--- src/rtl/imsu_pkg.sv ---
`timescale 1ns / 1ps
`default_nettype none

package imsu_pkg;

  localparam int OP_W       = 3;
  localparam int SITE_W     = 10;
  localparam int SLOT_W     = 4;
  localparam int BOND_W     = 8;
  localparam int CPL_W      = 16;
  localparam int TOTAL_W    = 5;
  localparam int UNI_W      = 32;
  localparam int ENERGY_W   = 48;
  localparam int DE_OUT_W   = 22;
  localparam int COUNT_W    = 32;
  localparam int BETA_W     = 16;

  localparam logic [OP_W-1:0] OP_LOAD_COUPLING = 3'd0;
  localparam logic [OP_W-1:0] OP_LOAD_NEIGHBOR = 3'd1;
  localparam logic [OP_W-1:0] OP_LOAD_SITE     = 3'd2;
  localparam logic [OP_W-1:0] OP_VISIT         = 3'd3;
  localparam logic [OP_W-1:0] OP_LOAD_ENERGY   = 3'd4;

  localparam logic [BETA_W-1:0] BETA_RESET = 16'd4096;

  localparam int EXP_P_W      = 25;
  localparam int EXP_K_W      = 6;
  localparam int FRAC_SHIFT   = 36;
  localparam int OUT_SHIFT    = 24;
  localparam int TAYLOR_TERMS = 24;
  localparam logic [EXP_P_W-1:0] EXP_P_LIMIT = 25'h170_0000;
  localparam logic [55:0] LN2_Q56 = 56'hB17217F7D1CF7A;

  typedef logic [EXP_P_W-1:0] exp_p_t;
  typedef logic [UNI_W-1:0]   prob_t;

endpackage

`default_nettype wire

--- src/rtl/imsu_exp.sv ---
`timescale 1ns / 1ps
`default_nettype none

module imsu_exp (
  input  logic             clk,
  input  logic             rst,
  input  logic             start,
  input  imsu_pkg::exp_p_t p,
  output logic             done,
  output imsu_pkg::prob_t  value
);
  import imsu_pkg::*;

  typedef enum logic [2:0] {E_IDLE, E_RED, E_MUL, E_DIV, E_FIN} e_state_t;

  e_state_t       e_state;
  logic [61:0]    x;
  logic [EXP_K_W-1:0] k;
  logic [2:0]     bit_sel;
  logic [55:0]    r;
  logic [56:0]    t;
  logic [57:0]    acc;
  logic [4:0]     n;
  logic [2:0]     mstep;
  logic [63:0]    prod;
  logic [113:0]   macc;
  logic [63:0]    dq;
  logic [4:0]     rem;
  logic [2:0]     dstep;

  logic [61:0]    l_sh;
  logic           x_ge;
  logic [61:0]    x_red;
  logic [31:0]    ma;
  logic [31:0]    mb;
  logic [113:0]   prod_sh;
  logic [113:0]   macc_sum;
  logic [63:0]    d_w;
  logic [4:0]     r_w;
  logic [5:0]     r2;
  logic [6:0]     sh;
  logic [57:0]    v;

  assign l_sh  = 62'(LN2_Q56) << bit_sel;
  assign x_ge  = x >= l_sh;
  assign x_red = x_ge ? x - l_sh : x;

  always_comb begin
    unique case (mstep)
      3'd0: begin
        ma = t[31:0];
        mb = r[31:0];
      end
      3'd1: begin
        ma = t[31:0];
        mb = {8'b0, r[55:32]};
      end
      3'd2: begin
        ma = {7'b0, t[56:32]};
        mb = r[31:0];
      end
      3'd3: begin
        ma = {7'b0, t[56:32]};
        mb = {8'b0, r[55:32]};
      end
      default: begin
        ma = '0;
        mb = '0;
      end
    endcase
  end

  always_comb begin
    unique case (mstep)
      3'd2, 3'd3: prod_sh = 114'(prod) << 32;
      3'd4:       prod_sh = 114'(prod) << 64;
      default:    prod_sh = 114'(prod);
    endcase
  end

  assign macc_sum = macc + prod_sh;

  always_comb begin
    d_w = dq;
    r_w = rem;
    r2  = '0;
    for (int i = 0; i < 8; i++) begin
      r2  = {r_w, d_w[63]};
      d_w = {d_w[62:0], 1'b0};
      if (r2 >= {1'b0, n}) begin
        r2     = r2 - {1'b0, n};
        d_w[0] = 1'b1;
      end
      r_w = r2[4:0];
    end
  end

  assign sh = 7'(OUT_SHIFT) + 7'(k);
  assign v  = acc >> sh;

  always_ff @(posedge clk) begin
    if (rst) begin
      e_state <= E_IDLE;
      done    <= 1'b0;
    end else begin
      done <= 1'b0;
      unique case (e_state)
        E_IDLE: begin
          if (start) begin
            x       <= 62'(p) << FRAC_SHIFT;
            k       <= '0;
            bit_sel <= 3'(EXP_K_W - 1);
            e_state <= E_RED;
          end
        end
        E_RED: begin
          x          <= x_red;
          k[bit_sel] <= x_ge;
          if (bit_sel == 3'd0) begin
            r       <= x_red[55:0];
            t       <= 57'(1) << 56;
            acc     <= 58'(1) << 56;
            n       <= 5'd1;
            mstep   <= '0;
            macc    <= '0;
            e_state <= E_MUL;
          end else begin
            bit_sel <= bit_sel - 3'd1;
          end
        end
        E_MUL: begin
          if (mstep != 3'd4) begin
            prod <= 64'(ma) * 64'(mb);
          end
          if (mstep != 3'd0) begin
            macc <= macc_sum;
          end
          if (mstep == 3'd4) begin
            dq      <= {6'b0, macc_sum[113:56]};
            rem     <= '0;
            dstep   <= '0;
            e_state <= E_DIV;
          end else begin
            mstep <= mstep + 3'd1;
          end
        end
        E_DIV: begin
          dq  <= d_w;
          rem <= r_w;
          if (dstep == 3'd7) begin
            t   <= d_w[56:0];
            acc <= n[0] ? acc - 58'(d_w[56:0]) : acc + 58'(d_w[56:0]);
            n   <= n + 5'd1;
            if (n == 5'(TAYLOR_TERMS) || d_w[56:0] == '0) begin
              e_state <= E_FIN;
            end else begin
              mstep   <= '0;
              macc    <= '0;
              e_state <= E_MUL;
            end
          end else begin
            dstep <= dstep + 3'd1;
          end
        end
        E_FIN: begin
          value   <= (|v[57:32]) ? '1 : v[31:0];
          done    <= 1'b1;
          e_state <= E_IDLE;
        end
        default: e_state <= E_IDLE;
      endcase
    end
  end

  a_start_idle: assert property (@(posedge clk) disable iff (rst)
    start |-> e_state == E_IDLE)
    else $error("Exponential unit started while busy.");

  a_div_term: assert property (@(posedge clk) disable iff (rst)
    e_state == E_DIV |-> n != 5'd0 && n <= 5'(TAYLOR_TERMS))
    else $error("Series term index out of range.");

  a_mul_step: assert property (@(posedge clk) disable iff (rst)
    e_state == E_MUL |-> mstep <= 3'd4)
    else $error("Partial product step out of range.");

endmodule

`default_nettype wire
--- config.mk ---
export PLATFORM = sky130hd
export DESIGN_NAME = imsu_exp
export DESIGN_NICKNAME = d
export VERILOG_FILES = /design/src/rtl/imsu_pkg.sv /design/src/rtl/imsu_exp.sv
export SDC_FILE = /design/constraint.sdc
export NUM_CORES = 2
export LEC_CHECK = 0
export BUFFER_PORTS_ARGS = -buffer_cell sky130_fd_sc_hd__buf_4
export CAP_MARGIN = 20
export CORE_MARGIN = 3
export CORE_UTILIZATION = 35
export CTS_CLUSTER_DIAMETER = 80
export CTS_CLUSTER_SIZE = 30
export DETAILED_ROUTE_END_ITERATION = 8
export PLACE_DENSITY = 0.59
export SLEW_MARGIN = 20
export SYNTH_ARGS = -nofsm -noshare
export SYNTH_HDL_FRONTEND = slang
export SYNTH_SLANG_ARGS = --single-unit
--- constraint.sdc ---
create_clock -name clk -period 28 [get_ports clk]
set_input_delay 2.8 -clock clk [delete_from_list [all_inputs] [get_ports clk]]
set_output_delay 2.8 -clock clk [all_outputs]
set_load 0.03 [all_outputs]
# Yosys cells after proc, flatten, opt, wreduce, memory -nomap -nowiden
# Index checks and enable logic that the tools add are counted.
# word_totals
reg_bits	536
latch_bits	0
ram_bits	0
romBits	0
input_bits	28
output_inout_bits	33
elab_cells	162
mem_count	0
# classes
n_addsub	17
mul	1
n_div	0
n_lt_le_gt_ge	11
eq_ne	21
n_shift	2
n_mux	64
bitwise	1
reduce_logical	28
# op_table
cell	n
two-way mux 114 bit	4
case mux 114 bit (3 select lines)	1
case mux 114 bit (2 select lines)	1
two-way mux 58 bit	3
case mux 32 bit (2 select lines)	2
case mux 64 bit (2 select lines)	1
two-way mux 62 bit	2
case mux 62 bit (2 select lines)	1
case mux 58 bit (2 select lines)	1
adder 114 bit	1
two-way mux 57 bit	2
case mux 57 bit (2 select lines)	1
multiplier 32 x 32 -> 64 bit	1
two-way mux 64 bit	1
>= comparator 62 bit	1
<< shifter 56 x 3 -> 62 bit, first input constant	1
subtractor 62 bit	1
adder 58 x 57 -> 58 bit	1
>> shifter 58 x 7 -> 58 bit	1
subtractor 58 x 57 -> 58 bit	1
zero test 57 bit	1
two-way mux 5 bit	11
>= comparator 6 x 5 -> 1 bit	8
subtractor 5 bit	8
34 further kinds	89

# Logic depth before layout (Yosys ltp)
# logic_depth
word_depth	21
mapped_depth	97
ltp_nobuf	95

# Least setup slack after synthesis
# No wires, ideal clock.
# synth_path
kind	register to register
start	register n[1]
end	register macc[0] (enable)
setup_time_ps	867
arrival_ps	26097
slack_ps	1036
path_stages_with_launch	76
period_less_slack_ps	26964
cell_sequence	edfxtp_1 > inv_1 > fa_1 > a21oi_1 > o22a_1 > nand2_1 > o21ai_0 > inv_1 > ha_1 > a41o_1 > o22ai_1 > and3_1 > clkbuf_1 > nor2_1 > a21oi_1 > inv_1 > ha_1 > a41o_1 > [... 40 more ...] > inv_1 > o21ai_0 > fa_1 > a21o_1 > a21oi_1 > nand2_1 > a21oi_1 > nand2_1 > inv_2 > ha_1 > nand4b_1 > nor2_1 > and4_1 > nor2b_1 > and3b_2 > o21ai_0 > mux2i_1 > nor4_1
# synth_via
elab_chain_cells	20
# synth_lines
element	line	rtl
start: declaration	imsu_exp.sv:23	logic [4:0] n;
start signal: assignment	imsu_exp.sv:153	n <= n + 5'd1;
subtractor 5 bit or >= comparator 6 x 5 -> 1 bit (tied branches)	imsu_exp.sv:91, imsu_exp.sv:90	
two-way mux 5 bit	imsu_exp.sv:90	if (r2 >= {1'b0, n}) begin
subtractor 5 bit or >= comparator 6 x 5 -> 1 bit (tied branches)	imsu_exp.sv:91, imsu_exp.sv:90	
two-way mux 5 bit	imsu_exp.sv:90	
subtractor 5 bit or >= comparator 6 x 5 -> 1 bit (tied branches)	imsu_exp.sv:91, imsu_exp.sv:90	
two-way mux 5 bit	imsu_exp.sv:90	
subtractor 5 bit or >= comparator 6 x 5 -> 1 bit (tied branches)	imsu_exp.sv:91, imsu_exp.sv:90	
two-way mux 5 bit	imsu_exp.sv:90	
[... 5 more ...]	--	
two-way mux 5 bit	imsu_exp.sv:90	
>= comparator 6 x 5 -> 1 bit (*)	imsu_exp.sv:90	
two-way mux 1 bit (*)	imsu_exp.sv:90	
net d_w[0]	imsu_exp.sv:38	logic [63:0] d_w;
zero test 57 bit (*)	imsu_exp.sv:154	if (n == 5'(TAYLOR_TERMS) || d_w[56:0] == '0) begin
logical OR 1 bit (*)	imsu_exp.sv:154	
inequality test 2 bit (no source line) (*)	--	
AND reduction 6 bit (no source line) (*)	--	
end signal: assignment	imsu_exp.sv:136	macc <= macc_sum;
end: declaration	imsu_exp.sv:26	logic [113:0] macc;
# Mark *: on every way through the listed nets, which the timed path passes. The rest lies on a longest branch.
# A chain may end at the register's enable or synchronous reset.

# Worst setup path in the final report
# layout_path
start	register n[0]
end	register acc[49] (data pin)
# layout_via
elab_chain_cells	20
# layout_lines
element	line	rtl
subtractor 5 bit or >= comparator 6 x 5 -> 1 bit (tied branches)	imsu_exp.sv:91, imsu_exp.sv:90	
two-way mux 5 bit	imsu_exp.sv:90	
subtractor 5 bit or >= comparator 6 x 5 -> 1 bit (tied branches)	imsu_exp.sv:91, imsu_exp.sv:90	
two-way mux 5 bit	imsu_exp.sv:90	
subtractor 5 bit or >= comparator 6 x 5 -> 1 bit (tied branches)	imsu_exp.sv:91, imsu_exp.sv:90	
two-way mux 5 bit	imsu_exp.sv:90	
subtractor 5 bit or >= comparator 6 x 5 -> 1 bit (tied branches)	imsu_exp.sv:91, imsu_exp.sv:90	
two-way mux 5 bit	imsu_exp.sv:90	
[... 5 more ...]	--	
two-way mux 5 bit	imsu_exp.sv:90	
>= comparator 6 x 5 -> 1 bit (*)	imsu_exp.sv:90	
two-way mux 1 bit (*)	imsu_exp.sv:90	
net d_w[0]	imsu_exp.sv:38	
adder 58 x 57 -> 58 bit or subtractor 58 x 57 -> 58 bit (tied branches)	imsu_exp.sv:152	acc <= n[0] ? acc - 58'(d_w[56:0]) : acc + 58'(d_w[56:0]);
two-way mux 58 bit (*)	imsu_exp.sv:152	
two-way mux 58 bit (*)	imsu_exp.sv:150	if (dstep == 3'd7) begin
case mux 58 bit (2 select lines) (*)	imsu_exp.sv:107	unique case (e_state)
end signal: assignment	imsu_exp.sv:122	acc <= 58'(1) << 56;
end signal: assignment	imsu_exp.sv:152	
end: declaration	imsu_exp.sv:22	logic [57:0] acc;
# Mark *: on every way through the listed nets, which the timed path passes. The rest lies on a longest branch. The select of a mux whose other input is x is not followed.

==> impl_metrics.py <==
metrics = {
    "status": {
        "status": "finished, final reports clean",
    },
    "floorplan": {
        "fp.dieH_um": 458,
        "start_util": 0.353,
        "fp.dieW_um": 458,
        "core_area_um2": 203000,
        "rows": 165,
        "pin_count": 61,
        "dieArea_um2": 210000,
    },
    "pwr": {
        "ir_worst_vdd_v": 0.0000907,
        "powerDensity_nw_per_um2": 66.0,
        "power.total_mw": 5.03,
        "p_leak_nw": 33.7,
    },
    "logic_synthesis": {
        "ys_warn_count": 0,
        "ys_seq_elements": 534,
        "netlist.area_leader.share": 0.254,
        "async_reset_ff_frac": 0,
        "yosysTopAreaCell": "fa_1",
        "syn-cell-area_um2": 71400,
        "synth_commonest_cells": "1210 x nand2_1, 1122 x inv_1, 906 x fa_1",
        "syn_avg_cell_area_um2": 9.03,
        "yosys.cell_count.top_type": "nand2_1",
        "yosysSeqAreaShare": 0.224,
        "postSynthCellCount": 7911,
        "yosys.cell_types.count": 89,
        "synth_nets": 9396,
        "synthFlopType": "edfxtp_1",
        "synth-edff-count": 530,
        "synth_area_leaders": "fa_1 25%, edfxtp_1 22%, ha_1 9.7%",
    },
    "finish": {
        "layout.nets": 9210,
        "area_delta_synth_final_pct": 6.63,
        "fillCellCount": 20300,
        "drive_gt1_frac": 0.0498,
    },
    "drt": {
        "dr.pass1.iters": 6,
        "drt_iter0_markers": 4737,
        "num_vias": 56400,
        "post_drt_wl_per_cell_um": 21.8,
        "drc": 0,
        "viasPerCell": 5.40,
        "drtAntennaViolNets": 0,
        "drt_wl_total_um": 227000,
    },
    "worst_setup_path": {
        "end_kind": "flip-flop",
        "required_ns": 28.38,
        "slowest_stage": "a2111oi_0",
        "cp_max_fo": 67,
        "critical_path_class": "reg -> reg",
        "cp-start-kind": "flip-flop",
        "cp_data_arrival_time_ns": 24.35,
        "crit_top_cell": "a21oi_1",
        "slowest_delay_ns": 0.91,
    },
    "timing": {
        "rsz0062_at_grt": "no",
        "fin_crit_sh": 0.856,
        "tightestPinTransition_ns": 1.09,
        "slew_headroom": 0.265,
        "timing.fmax_ghz": 0.0417,
        "finalMaxSlewViolations": 0,
        "hold_violations": 0,
        "finClkSkew_ns": 0.0532,
        "period_needed_ns": 23.96,
        "setup_violations": 0,
        "holdWs_ns": 0.550,
        "setup-tns-final_ns": 0,
    },
    "placement": {
        "dpl.hpwl_um": 179000,
        "gp_congestion": 0.939,
        "place.port_buffers": 60,
    },
    "clock_network": {
        "cts_root_buf": "clkbuf_16",
        "h-tree-depth": 2,
        "numCtsBuffers": 35,
        "clock-sinks": 534,
        "postCtsSetupBuffers": 0,
        "cts_hold_buf": 0,
        "cts.clk_slew.worst_paths_ns": 0.12,
        "insertion_delay_ns": 0.65,
        "ctsResizeCount": 0,
        "cts_tree": "done",
        "cts_buffer_depth": 3,
    },
    "global_routing": {
        "grt_pass1_wl_um": 347000,
        "grt_pass1_vias": 56700,
        "grt_max_degree": 109,
        "grt_usage": 0.214,
        "overflow": 0,
        "grt_antenna_before_repair": 5,
    },
    "job": {
        "drv_cap": 0,
    },
    "hold_path": {
        "worstHoldPathType": "reg -> reg",
    },
}
[per-layer routing]
layer / up-vias / global-route usage / wire length [um]
met5: - / 0 / 8
met4: 2 / 0.0704 / 8480
met2: 1933 / 0.354 / 106000
li1: 25700 / - / -
met3: 368 / 0.0316 / 14500
met1: 28400 / 0.287 / 98200
[placed cells by master, fill, tap and decap left out, drive strengths merged, types with 13 or more instances in the layout]
cell       n
and4      15
o211ai    16
a22o      80
inv     1135
buf      184
nand3    106
nor4      16
nor2b     39
a21boi    15
a21o     202
edfxtp   530
xnor2    232
a211oi    47
ha       551
o21ai    243
clkbuf    37
fa       906
a21oi    430
o21a      31
nand4     58
or3       22
a22oi     38
nor3      80
xor2     117
mux2i     43
mux2      48
and3      84
clkinv    16
mux4      19
a31oi     54
nor2     641
o21bai   104
nand2   1210
or2       17
and2     151
o31ai     13
nand2b    42
[worst paths after layout]
kind | startpoint | endpoint | slack, ns | cells past startpoint
worst min-delay path | dq[50] | dq[58] | 0.55 | 1
worst max-delay path | n[0] | acc[49] | 4.04 | 88
worst max register to register | n[0] | acc[49] | 4.04 | 88
worst min register to register | dq[50] | dq[58] | 0.55 | 1
[layout make-up]
type,count,area [um2],area share
repair buffers,185,1390,0.0182
multi-input cells,5844,49800,0.654
clock inverters,28,497,0.00652
diodes,8,20.0,0.000263
clock buffers,36,880,0.0115
flip-flops and latches,534,16000,0.210
well taps,2672,3340,0.0439
inverters,1125,4220,0.0554
[sequential cells by signal (all words and copies together), names as in the netlist]
name,cells
macc,114
dq,64
prod,64
x,61
acc,58
t,57
r,55
value,32
k,6
n,5
rem,5
bit_sel,3
dstep,3
e_state,3
mstep,3
done,1
[report_power, final]
part | total (mW) | leakage, nW | internal (mW) | switching [mW]
registers | 1.09 | 4.96 | 1.02 | 0.0646
logic | 3.31 | 28.1 | 1.24 | 2.07
clock network | 0.634 | 0.641 | 0.266 | 0.368
[stage by stage]
stage / worst slack, ns / utilization / instances / instance area, um2
after global placement: 4.20 / 0.369 / 10400 / 74700
after global routing: 2.03 / 0.376 / 10400 / 76100
after detailed placement: 4.00 / 0.369 / 10400 / 74800
final: 4.04 / 0.376 / 10400 / 76200
after floorplan: 1.04 / - / 7911 / 71400
after CTS: 3.93 / 0.376 / 10400 / 76100
[logic make-up after synthesis]
group,synth area share
AOI/OAI and AO/OA,0.127
adders and majority gates,0.350
muxes,0.0196
DFF,0.224
xor gates and xnor gates,0.0428
and+or+nand+nor,0.155
buffers and inverters,0.0806
[critical path: cells and delay by family, from the launching register on]
kind,cells,cell delay [ns]
compound gates,45,11.99
fa+ha+maj,11,4.04
simple gates,19,4.03
buf+inv,8,1.51
mux,3,1.40
xor+xnor,2,0.35
flops,1,0.34
Power figures use the tool's default switching activity.
